**config.mk**
```make
export PLATFORM = sky130hd
export DESIGN_NAME = byte_stream_tokenizer_top
export DESIGN_NICKNAME = d
export VERILOG_FILES = /design/src/rtl/bst_pkg.sv /design/src/rtl/byte_stream_tokenizer_top.sv
export SDC_FILE = /design/constraint.sdc
export NUM_CORES = 1
export LEC_CHECK = 0
export BUFFER_PORTS_ARGS = -buffer_cell sky130_fd_sc_hd__buf_2
export CORE_ASPECT_RATIO = 1.75
export CORE_MARGIN = 3
export CORE_UTILIZATION = 35
export DETAILED_ROUTE_END_ITERATION = 16
export GPL_TIMING_DRIVEN = 0
export PLACE_DENSITY_LB_ADDON = 0.05
export SYNTH_ARGS = -nofsm -noshare
export SYNTH_HDL_FRONTEND = slang
export SYNTH_SLANG_ARGS = --single-unit
export TNS_END_PERCENT = 1
```
**constraint.sdc**
```tcl
create_clock -name clock -period 5.3 [get_ports clock]
set_clock_uncertainty 0.1 [all_clocks]
set_input_delay 1.325 -clock clock [delete_from_list [all_inputs] [get_ports clock]]
set_output_delay 1.325 -clock clock [all_outputs]
set_load 0.01 [all_outputs]
```
**src/rtl/bst_pkg.sv**
```systemverilog
package bst_pkg;

   localparam logic [1:0] MODE_IDLE = 2'd0;
   localparam logic [1:0] MODE_WORD = 2'd1;
   localparam logic [1:0] MODE_NUM  = 2'd2;

   localparam logic [2:0] KIND_KEYWORD = 3'd0;
   localparam logic [2:0] KIND_IDENT   = 3'd1;
   localparam logic [2:0] KIND_NUMBER  = 3'd2;
   localparam logic [2:0] KIND_SYMBOL  = 3'd3;
   localparam logic [2:0] KIND_UNKNOWN = 3'd4;

   localparam int KW_COUNT = 6;

   typedef logic [KW_COUNT-1:0] kw_mask_type;

   // keywords: int, float, if, else, while, return
   localparam logic [2:0] KW_LEN [KW_COUNT] = '{3'd3, 3'd5, 3'd2, 3'd4, 3'd5, 3'd6};
   localparam logic [7:0] KW_TEXT [KW_COUNT][6] = '{
      '{"i", "n", "t", 8'h00, 8'h00, 8'h00},
      '{"f", "l", "o", "a", "t", 8'h00},
      '{"i", "f", 8'h00, 8'h00, 8'h00, 8'h00},
      '{"e", "l", "s", "e", 8'h00, 8'h00},
      '{"w", "h", "i", "l", "e", 8'h00},
      '{"r", "e", "t", "u", "r", "n"}
   };

   function automatic logic is_alpha_us(input logic [7:0] c);
      return (c >= 8'd65 && c <= 8'd90) || (c >= 8'd97 && c <= 8'd122) || c == 8'd95;
   endfunction

   function automatic logic is_num_char(input logic [7:0] c);
      return c >= 8'd48 && c <= 8'd57;
   endfunction

   function automatic logic is_blank(input logic [7:0] c);
      return c == 8'd32 || (c >= 8'd9 && c <= 8'd13);
   endfunction

   function automatic logic is_punct(input logic [7:0] c);
      return (c >= 8'd33 && c <= 8'd47) || (c >= 8'd58 && c <= 8'd64) ||
             (c >= 8'd91 && c <= 8'd96) || (c >= 8'd123 && c <= 8'd126);
   endfunction

   // narrows the keyword candidates by the character stored at position pos
   function automatic kw_mask_type kw_step(input kw_mask_type cand, input logic [2:0] pos,
                                           input logic [7:0] c);
      kw_mask_type res;
      res = '0;
      for (int k = 0; k < KW_COUNT; k++) begin
         if (pos < KW_LEN[k] && pos < 3'd6)
            res[k] = cand[k] && (c == KW_TEXT[k][pos]);
      end
      return res;
   endfunction

endpackage

```
**src/rtl/byte_stream_tokenizer_top.sv**
```systemverilog
// byte stream tokenizer
// req channel: one text byte per transaction (req_char_code); byte 0 ends the line
// and flushes a pending word or number. rsp channel: one token character per
// transaction with its kind, an end marker on the last character and a cut flag
// when characters beyond MAX_TOKEN_LEN were dropped.
// a letter, digit or underscore that extends the current word or number is
// stored in the word memory and gives no transaction.
// the byte that ends a word or number starts a flush: the stored characters are
// read from the word memory, one read port, one character per cycle when the
// receiver keeps up; then that byte is handled (a new word, a symbol or nothing).
// the first flushed character passes the memory read register, then the output register.
// a symbol or unknown byte is loaded into the output register in the accept cycle
// when it is free, else once it frees up; an ending byte that is a symbol waits in
// ST_EMIT after the last flushed character until the output register frees up.
// the input is not taken while a flush or a symbol is pending; a stall on rsp
// holds the output register and the flush in place, nothing is lost.
// keyword matching runs as the characters are stored, so the kind is known when the flush starts.
// reset: synchronous, clears the scan state and the output valid; the word memory
// needs no clearing, only entries written for the current token are read.
module byte_stream_tokenizer_top
   import bst_pkg::*;
#(
   parameter int MAX_TOKEN_LEN = 32
) (
   input  logic       clock,
   input  logic       reset,
   input  logic       req_valid,
   output logic       req_ready,
   input  logic [7:0] req_char_code,
   output logic       rsp_valid,
   input  logic       rsp_ready,
   output logic [7:0] rsp_token_char,
   output logic [2:0] rsp_token_kind,
   output logic       rsp_token_end,
   output logic       rsp_token_cut
);

   localparam int LEN_W = $clog2(MAX_TOKEN_LEN + 1);
   localparam int IDX_W = $clog2(MAX_TOKEN_LEN);

   typedef enum logic [1:0] {
      ST_IDLE,
      ST_FLUSH,
      ST_EMIT
   } state_type;

   state_type   state_ff, state_in;
   logic [1:0]  mode_ff, mode_in;
   logic [LEN_W-1:0] len_ff, len_in;
   logic        ovf_ff, ovf_in;
   kw_mask_type cand_ff, cand_in;
   logic [IDX_W-1:0] idx_ff, idx_in;
   logic [2:0]  kind_ff, kind_in;
   logic [7:0]  byte_ff, byte_in;

   logic        rsp_valid_ff, rsp_valid_in;
   logic [7:0]  rsp_char_ff, rsp_char_in;
   logic [2:0]  rsp_kind_ff, rsp_kind_in;
   logic        rsp_end_ff, rsp_end_in;
   logic        rsp_cut_ff, rsp_cut_in;

   logic [7:0]  word_mem [MAX_TOKEN_LEN];
   logic [7:0]  rd_data_ff;
   logic        wr_en, rd_en;
   logic [IDX_W-1:0] wr_addr, rd_addr;
   logic [7:0]  wr_data;

   logic        req_fire, slot_free, cont, flush_last, kw_hit, len_small, start_go;
   logic [7:0]  start_byte;
   kw_mask_type len_match;

   assign req_ready = (state_ff == ST_IDLE);
   assign req_fire  = req_valid && req_ready;
   assign slot_free = !rsp_valid_ff || rsp_ready;

   assign cont = (mode_ff == MODE_WORD &&
                  (is_alpha_us(req_char_code) || is_num_char(req_char_code))) ||
                 (mode_ff == MODE_NUM && is_num_char(req_char_code));

   assign flush_last = (LEN_W'(idx_ff) + LEN_W'(1)) == len_ff;
   assign len_small  = (len_ff >> 3) == '0;
   assign start_byte = (state_ff == ST_FLUSH) ? byte_ff : req_char_code;

   always_comb begin
      for (int k = 0; k < KW_COUNT; k++)
         len_match[k] = (len_ff == LEN_W'(KW_LEN[k]));
   end
   assign kw_hit = !ovf_ff && |(cand_ff & len_match);

   always_comb begin
      state_in     = state_ff;
      mode_in      = mode_ff;
      len_in       = len_ff;
      ovf_in       = ovf_ff;
      cand_in      = cand_ff;
      idx_in       = idx_ff;
      kind_in      = kind_ff;
      byte_in      = byte_ff;
      rsp_valid_in = rsp_valid_ff && !rsp_ready;
      rsp_char_in  = rsp_char_ff;
      rsp_kind_in  = rsp_kind_ff;
      rsp_end_in   = rsp_end_ff;
      rsp_cut_in   = rsp_cut_ff;
      wr_en        = 1'b0;
      wr_addr      = '0;
      wr_data      = req_char_code;
      rd_en        = 1'b0;
      rd_addr      = '0;
      start_go     = 1'b0;

      unique case (state_ff)
         ST_IDLE: begin
            if (req_fire) begin
               if (cont) begin
                  if (len_ff < LEN_W'(MAX_TOKEN_LEN)) begin
                     wr_en   = 1'b1;
                     wr_addr = len_ff[IDX_W-1:0];
                     len_in  = len_ff + LEN_W'(1);
                     cand_in = kw_step(cand_ff, len_ff[2:0], req_char_code) &
                               {KW_COUNT{len_small}};
                  end else begin
                     ovf_in = 1'b1;
                  end
               end else if (mode_ff != MODE_IDLE) begin
                  // token ends: read it back from the first entry
                  kind_in  = (mode_ff == MODE_WORD) ? (kw_hit ? KIND_KEYWORD : KIND_IDENT)
                                                    : KIND_NUMBER;
                  idx_in   = '0;
                  rd_en    = 1'b1;
                  rd_addr  = '0;
                  byte_in  = req_char_code;
                  state_in = ST_FLUSH;
               end else begin
                  start_go = 1'b1;
               end
            end
         end
         ST_FLUSH: begin
            if (slot_free) begin
               rsp_valid_in = 1'b1;
               rsp_char_in  = rd_data_ff;
               rsp_kind_in  = kind_ff;
               rsp_end_in   = flush_last;
               rsp_cut_in   = ovf_ff;
               if (!flush_last) begin
                  idx_in  = idx_ff + IDX_W'(1);
                  rd_en   = 1'b1;
                  rd_addr = idx_ff + IDX_W'(1);
               end else begin
                  state_in = ST_IDLE;
                  start_go = 1'b1;
               end
            end
         end
         ST_EMIT: begin
            if (slot_free) begin
               rsp_valid_in = 1'b1;
               rsp_char_in  = byte_ff;
               rsp_kind_in  = is_punct(byte_ff) ? KIND_SYMBOL : KIND_UNKNOWN;
               rsp_end_in   = 1'b1;
               rsp_cut_in   = 1'b0;
               state_in     = ST_IDLE;
            end
         end
         default: state_in = ST_IDLE;
      endcase

      // handle a byte with no token pending
      if (start_go) begin
         mode_in = MODE_IDLE;
         len_in  = '0;
         ovf_in  = 1'b0;
         if (is_alpha_us(start_byte) || is_num_char(start_byte)) begin
            mode_in = is_num_char(start_byte) ? MODE_NUM : MODE_WORD;
            len_in  = LEN_W'(1);
            cand_in = kw_step({KW_COUNT{1'b1}}, 3'd0, start_byte);
            wr_en   = 1'b1;
            wr_addr = '0;
            wr_data = start_byte;
         end else if (start_byte != 8'd0 && !is_blank(start_byte)) begin
            if (state_ff == ST_IDLE && slot_free) begin
               rsp_valid_in = 1'b1;
               rsp_char_in  = start_byte;
               rsp_kind_in  = is_punct(start_byte) ? KIND_SYMBOL : KIND_UNKNOWN;
               rsp_end_in   = 1'b1;
               rsp_cut_in   = 1'b0;
            end else begin
               byte_in  = start_byte;
               state_in = ST_EMIT;
            end
         end
      end
   end

   always_ff @(posedge clock) begin
      if (reset) begin
         state_ff     <= ST_IDLE;
         mode_ff      <= MODE_IDLE;
         len_ff       <= '0;
         ovf_ff       <= 1'b0;
         rsp_valid_ff <= 1'b0;
      end else begin
         state_ff     <= state_in;
         mode_ff      <= mode_in;
         len_ff       <= len_in;
         ovf_ff       <= ovf_in;
         rsp_valid_ff <= rsp_valid_in;
      end
      cand_ff     <= cand_in;
      idx_ff      <= idx_in;
      kind_ff     <= kind_in;
      byte_ff     <= byte_in;
      rsp_char_ff <= rsp_char_in;
      rsp_kind_ff <= rsp_kind_in;
      rsp_end_ff  <= rsp_end_in;
      rsp_cut_ff  <= rsp_cut_in;
   end

   always_ff @(posedge clock) begin
      if (wr_en)
         word_mem[wr_addr] <= wr_data;
      if (rd_en)
         rd_data_ff <= word_mem[rd_addr];
   end

   assign rsp_valid      = rsp_valid_ff;
   assign rsp_token_char = rsp_char_ff;
   assign rsp_token_kind = rsp_kind_ff;
   assign rsp_token_end  = rsp_end_ff;
   assign rsp_token_cut  = rsp_cut_ff;

   // a flush only runs on a pending, non-empty token
   assert property (@(posedge clock) disable iff (reset)
      state_ff == ST_FLUSH |-> mode_ff != MODE_IDLE && len_ff != '0)
      else $error("flush without a pending token");

   // between tokens the length and cut flag are clear
   assert property (@(posedge clock) disable iff (reset)
      mode_ff == MODE_IDLE |-> len_ff == '0 && !ovf_ff)
      else $error("stale token length between tokens");

   // characters are dropped only once the buffer is full
   assert property (@(posedge clock) disable iff (reset)
      ovf_ff |-> len_ff == LEN_W'(MAX_TOKEN_LEN))
      else $error("cut flag set on a partly filled buffer");

   // the flush index never passes the token length
   assert property (@(posedge clock) disable iff (reset)
      state_ff == ST_FLUSH |-> LEN_W'(idx_ff) < len_ff)
      else $error("flush index beyond token length");

   // a memory write never collides with a flush read
   assert property (@(posedge clock) disable iff (reset)
      rd_en |-> !wr_en)
      else $error("word memory read and write in the same cycle");

endmodule

```
==> run_results.csv <==
group,metric,value,unit
floorplan,core.rowCount,96,
worst_hold_path,hold_depth,2,
detailed_routing,wl_per_cell,27.8,um
cells_and_area,nFillCells,3839,
sta,period_minus_slack,5.20,ns
sta,max_freq,192,MHz
power,powerDensity,363,nW/um^2
placed_design,hpwl,36500,um
placed_design,io_buffer_count,22,
logic_synthesis,synth_top_area_cell,"edfxtp_1",
clocking,root_buffer,"clkbuf_16",
global_route,grt_pass1_vias,10500,
detailed_routing,vias_per_cell,5.85,
logic_synthesis,synth.distinct_cells,71,
placed_design,postPlaceCellArea,15100,um^2
critical_path,critical_path_class,"flop to flop",
critical_path,r2r_slack,0.1,ns
placed_design,gp_congestion,0.893,
logic_synthesis,synth-edff-count,271,
power,p_leak,5.28,nW
logic_synthesis,netlist_top_cells_area,"edfxtp_1 (58%), dfxtp_1 (5.5%), mux2i_1 (3.1%), nor2_1 (3.1%), o22ai_1 (3.1%)",
global_route,antenna_found_initial,0,
detailed_routing,first_pass_iters,6,
critical_path,crit_cells,11,
sta,rsz0062_at_grt,"yes",
clocking,clk_path_buf_depth,3,
run_status,outcome,"finished clean",
critical_path,cp_cell_sequence,"ha_1 -> buf_6 -> buf_4 -> mux2i_1 -> o211ai_1 -> o21ai_0 -> a21oi_1 -> o31ai_1 -> buf_2 -> nand4b_1 -> nor2_1",
critical_path,crit_family,"compound AO/OA/AOI/OAI gates",
critical_path,worstReg2RegStart,"state_ff[0]",
cells_and_area,regArea,8920,um^2
sta,max-slew-margin-rel,28.3,%
global_route,gr-total-overflow,0,
cells_and_area,fin_cells,1748,
cells_and_area,multi_input_area,4860,um^2
cells_and_area,drive_gt1_share,9.22,%
cells_and_area,syn2layout_area_growth,13.2,%
cells_and_area,num_antenna_cells,0,
clocking,cts_sinks,310,
floorplan,ioPinCount,27,
clocking,path_clk_slew,0.07,ns
placed_design,placedCellCount,1695,
critical_path,r2r-end,"word_mem[8][5]",
cells_and_area,fin_area,16000,um^2
run,drv_cap,0,
sta,drv_slew,0,
critical_path,end_kind,"flop",
logic_synthesis,ys_warn_count,0,
detailed_routing,ant_nets,0,
logic_synthesis,ys.flop_type,"edfxtp_1",
global_route,grt_pass1_wl,70600,um
critical_path,cp_max_fo,10,
clocking,cts_buffers,30,
critical_path,critPathRequiredTime,5.38,ns
floorplan,die_y,272,um
floorplan,start_util,35.7,%
clocking,clk_latency,0.58,ns
logic_synthesis,yosysSeqAreaShare,63.2,%
power,ir_worst_vdd,0.000260,V
sta,finalSetupViolCount,0,
critical_path,r2r_cells,11,
logic_synthesis,syn_area,14100,um^2
logic_synthesis,avgSynthCellArea,12.0,um^2
sta,finalHoldViolations,0,
floorplan,die_w,158,um
worst_hold_path,hold_path_class,"flop to flop",
floorplan,die_area,42900,um^2
critical_path,critPathBufInv,3,
logic_synthesis,netlist_instances,1175,
logic_synthesis,synth-async-reset-ratio,0,%
logic_synthesis,synthTopCellsByCount,"edfxtp_1 (271), nor2_1 (117), nand2_1 (82)",
sta,post-route-period-util,98.2,%
global_route,grt_max_degree,33,
sta,tns,0,ns
detailed_routing,vias,10200,
clocking,hold_buffers,0,
detailed_routing,drc,0,
worst_hold_path,whs_endpoint,"cand_ff[3]",
clocking,cts-htree-levels,1,
global_route,track_usage,22.5,%
critical_path,crit_path_start_kind,"flop",
detailed_routing,routed_wl,48600,um
worst_hold_path,hold_start,"cand_ff[3]",
logic_synthesis,syn_nets,1199,
sta,holdWs,0.382,ns
logic_synthesis,ys_ff_latch,310,
sta,tightest_slew,1.06,ns
cells_and_area,final_nets,1261,
critical_path,crit_path_top_delay_cell,"nor2_1",
logic_synthesis,synth_most_common_cell,"edfxtp_1",
logic_synthesis,synth_top_area_share,57.7,%
critical_path,arrival,5.29,ns
clocking,cts_tree,"done",
detailed_routing,drtIter0Drc,755,
critical_path,slowest_delay,0.89,ns
floorplan,core,39500,um^2
[worst max-delay path by stage]
stage,slack (ns),start,end
floorplan,0.43,req_char_code[2],word_mem[0][0]
global placement,-3.52,req_char_code[2],word_mem[14][5]
detailed placement,-0.45,req_char_code[2],word_mem[12][2]
CTS,0.07,state_ff[0],word_mem[12][6]
global route,-0.18,state_ff[1],word_mem[8][5]
finish,0.1,state_ff[0],word_mem[8][5]
[worst reg2reg max path, delay by kind of cell, from the launching register on]
family / cells / cell delay, ns
AOI/OAI and AO/OA: 4 / 1.39
and+or+nand+nor: 2 / 1.34
buffers and inverters: 3 / 0.70
muxes: 1 / 0.69
DFF: 1 / 0.40
adders and majority gates: 1 / 0.19
[metal layers]
| metal | global-route usage (%) | vias to the layer above | share of wire (%) |
|---|---|---|---|
| met1 | 23.4 | 5122 | 35 |
| met5 | 0 | - | 0 |
| met2 | 43.2 | 286 | 56 |
| met4 | 11.5 | 0 | 6.0 |
| li1 | - | 4695 | - |
| met3 | 2.41 | 115 | 3.5 |
[cell usage in the layout, fill, tap and decap left out, types with 9 or more instances in the layout]
cell type	count
o31ai_1	11
nand3_1	37
o22ai_1	69
clkbuf_1	69
edfxtp_1	271
and3_1	9
mux2i_1	43
ha_1	12
o211ai_1	19
nand2_1	82
nor2_1	116
inv_1	16
dfxtp_1	39
mux2_2	11
buf_1	9
nor3_1	39
a21oi_1	50
o221ai_1	21
buf_2	32
a22oi_1	12
o21ai_0	53
clkbuf_16	30
a31oi_1	12
xnor2_1	14
o21a_1	12
[cells by family (layout without fill, tap and decap cells)]
group           count (synthesis)  count (layout)  share of synthesized area (%)
simple gates                  342             342                           11.3
compound gates                335             335                           16.2
flops                         310             310                           63.2
buf+inv                        99             182                           2.88
mux                            55              55                           4.00
xor+xnor                       22              22                           1.37
fa+ha+maj                      12              12                           1.06
[power breakdown]
group	switching, W	internal, W	leakage, nW
logic	0.000608	0.000315	2.09
clock network	0.000919	0.00107	0.430
registers	0.0000647	0.00282	2.77
total	0.00159	0.00421	5.28
[repair_timing]
| item | in CTS | in global routing |
|---|---|---|
| gates resized for setup | 0 | 2 |
| setup buffers | 0 | 0 |
| endpoints found under the setup margin | 0 | 136 |
[sequential cells by signal (all words and copies together) (netlist names), 3 cells and up]
signal / cells
rd_data_ff: 8
rsp_token_char: 8
byte_ff: 8
idx_ff: 5
cand_ff: 6
len_ff: 6
rsp_token_kind: 3
word_mem: 256
[through the flow]
step | total power [W] | setup WS, ns | util (%)
CTS | 0.00586 | 0.0666 | 40.4
finish | 0.00580 | 0.0966 | 40.4
floorplan | 0.00345 | 0.429 | -
global route | 0.00602 | -0.184 | 40.4
detailed placement | 0.00386 | -0.452 | 38.2
global placement | 0.00381 | -3.52 | 37.5
[area by class of cell]
type / count / share of cell area, %
flip-flops and latches: 310 / 55.8
multi-input cells: 766 / 30.4
clock buffers: 44 / 5.15
well taps: 490 / 3.84
plain buffers: 80 / 2.10
repair buffers: 30 / 1.86
inverters: 19 / 0.446
clock inverters: 9 / 0.376
(Power assumes the default switching activity.)
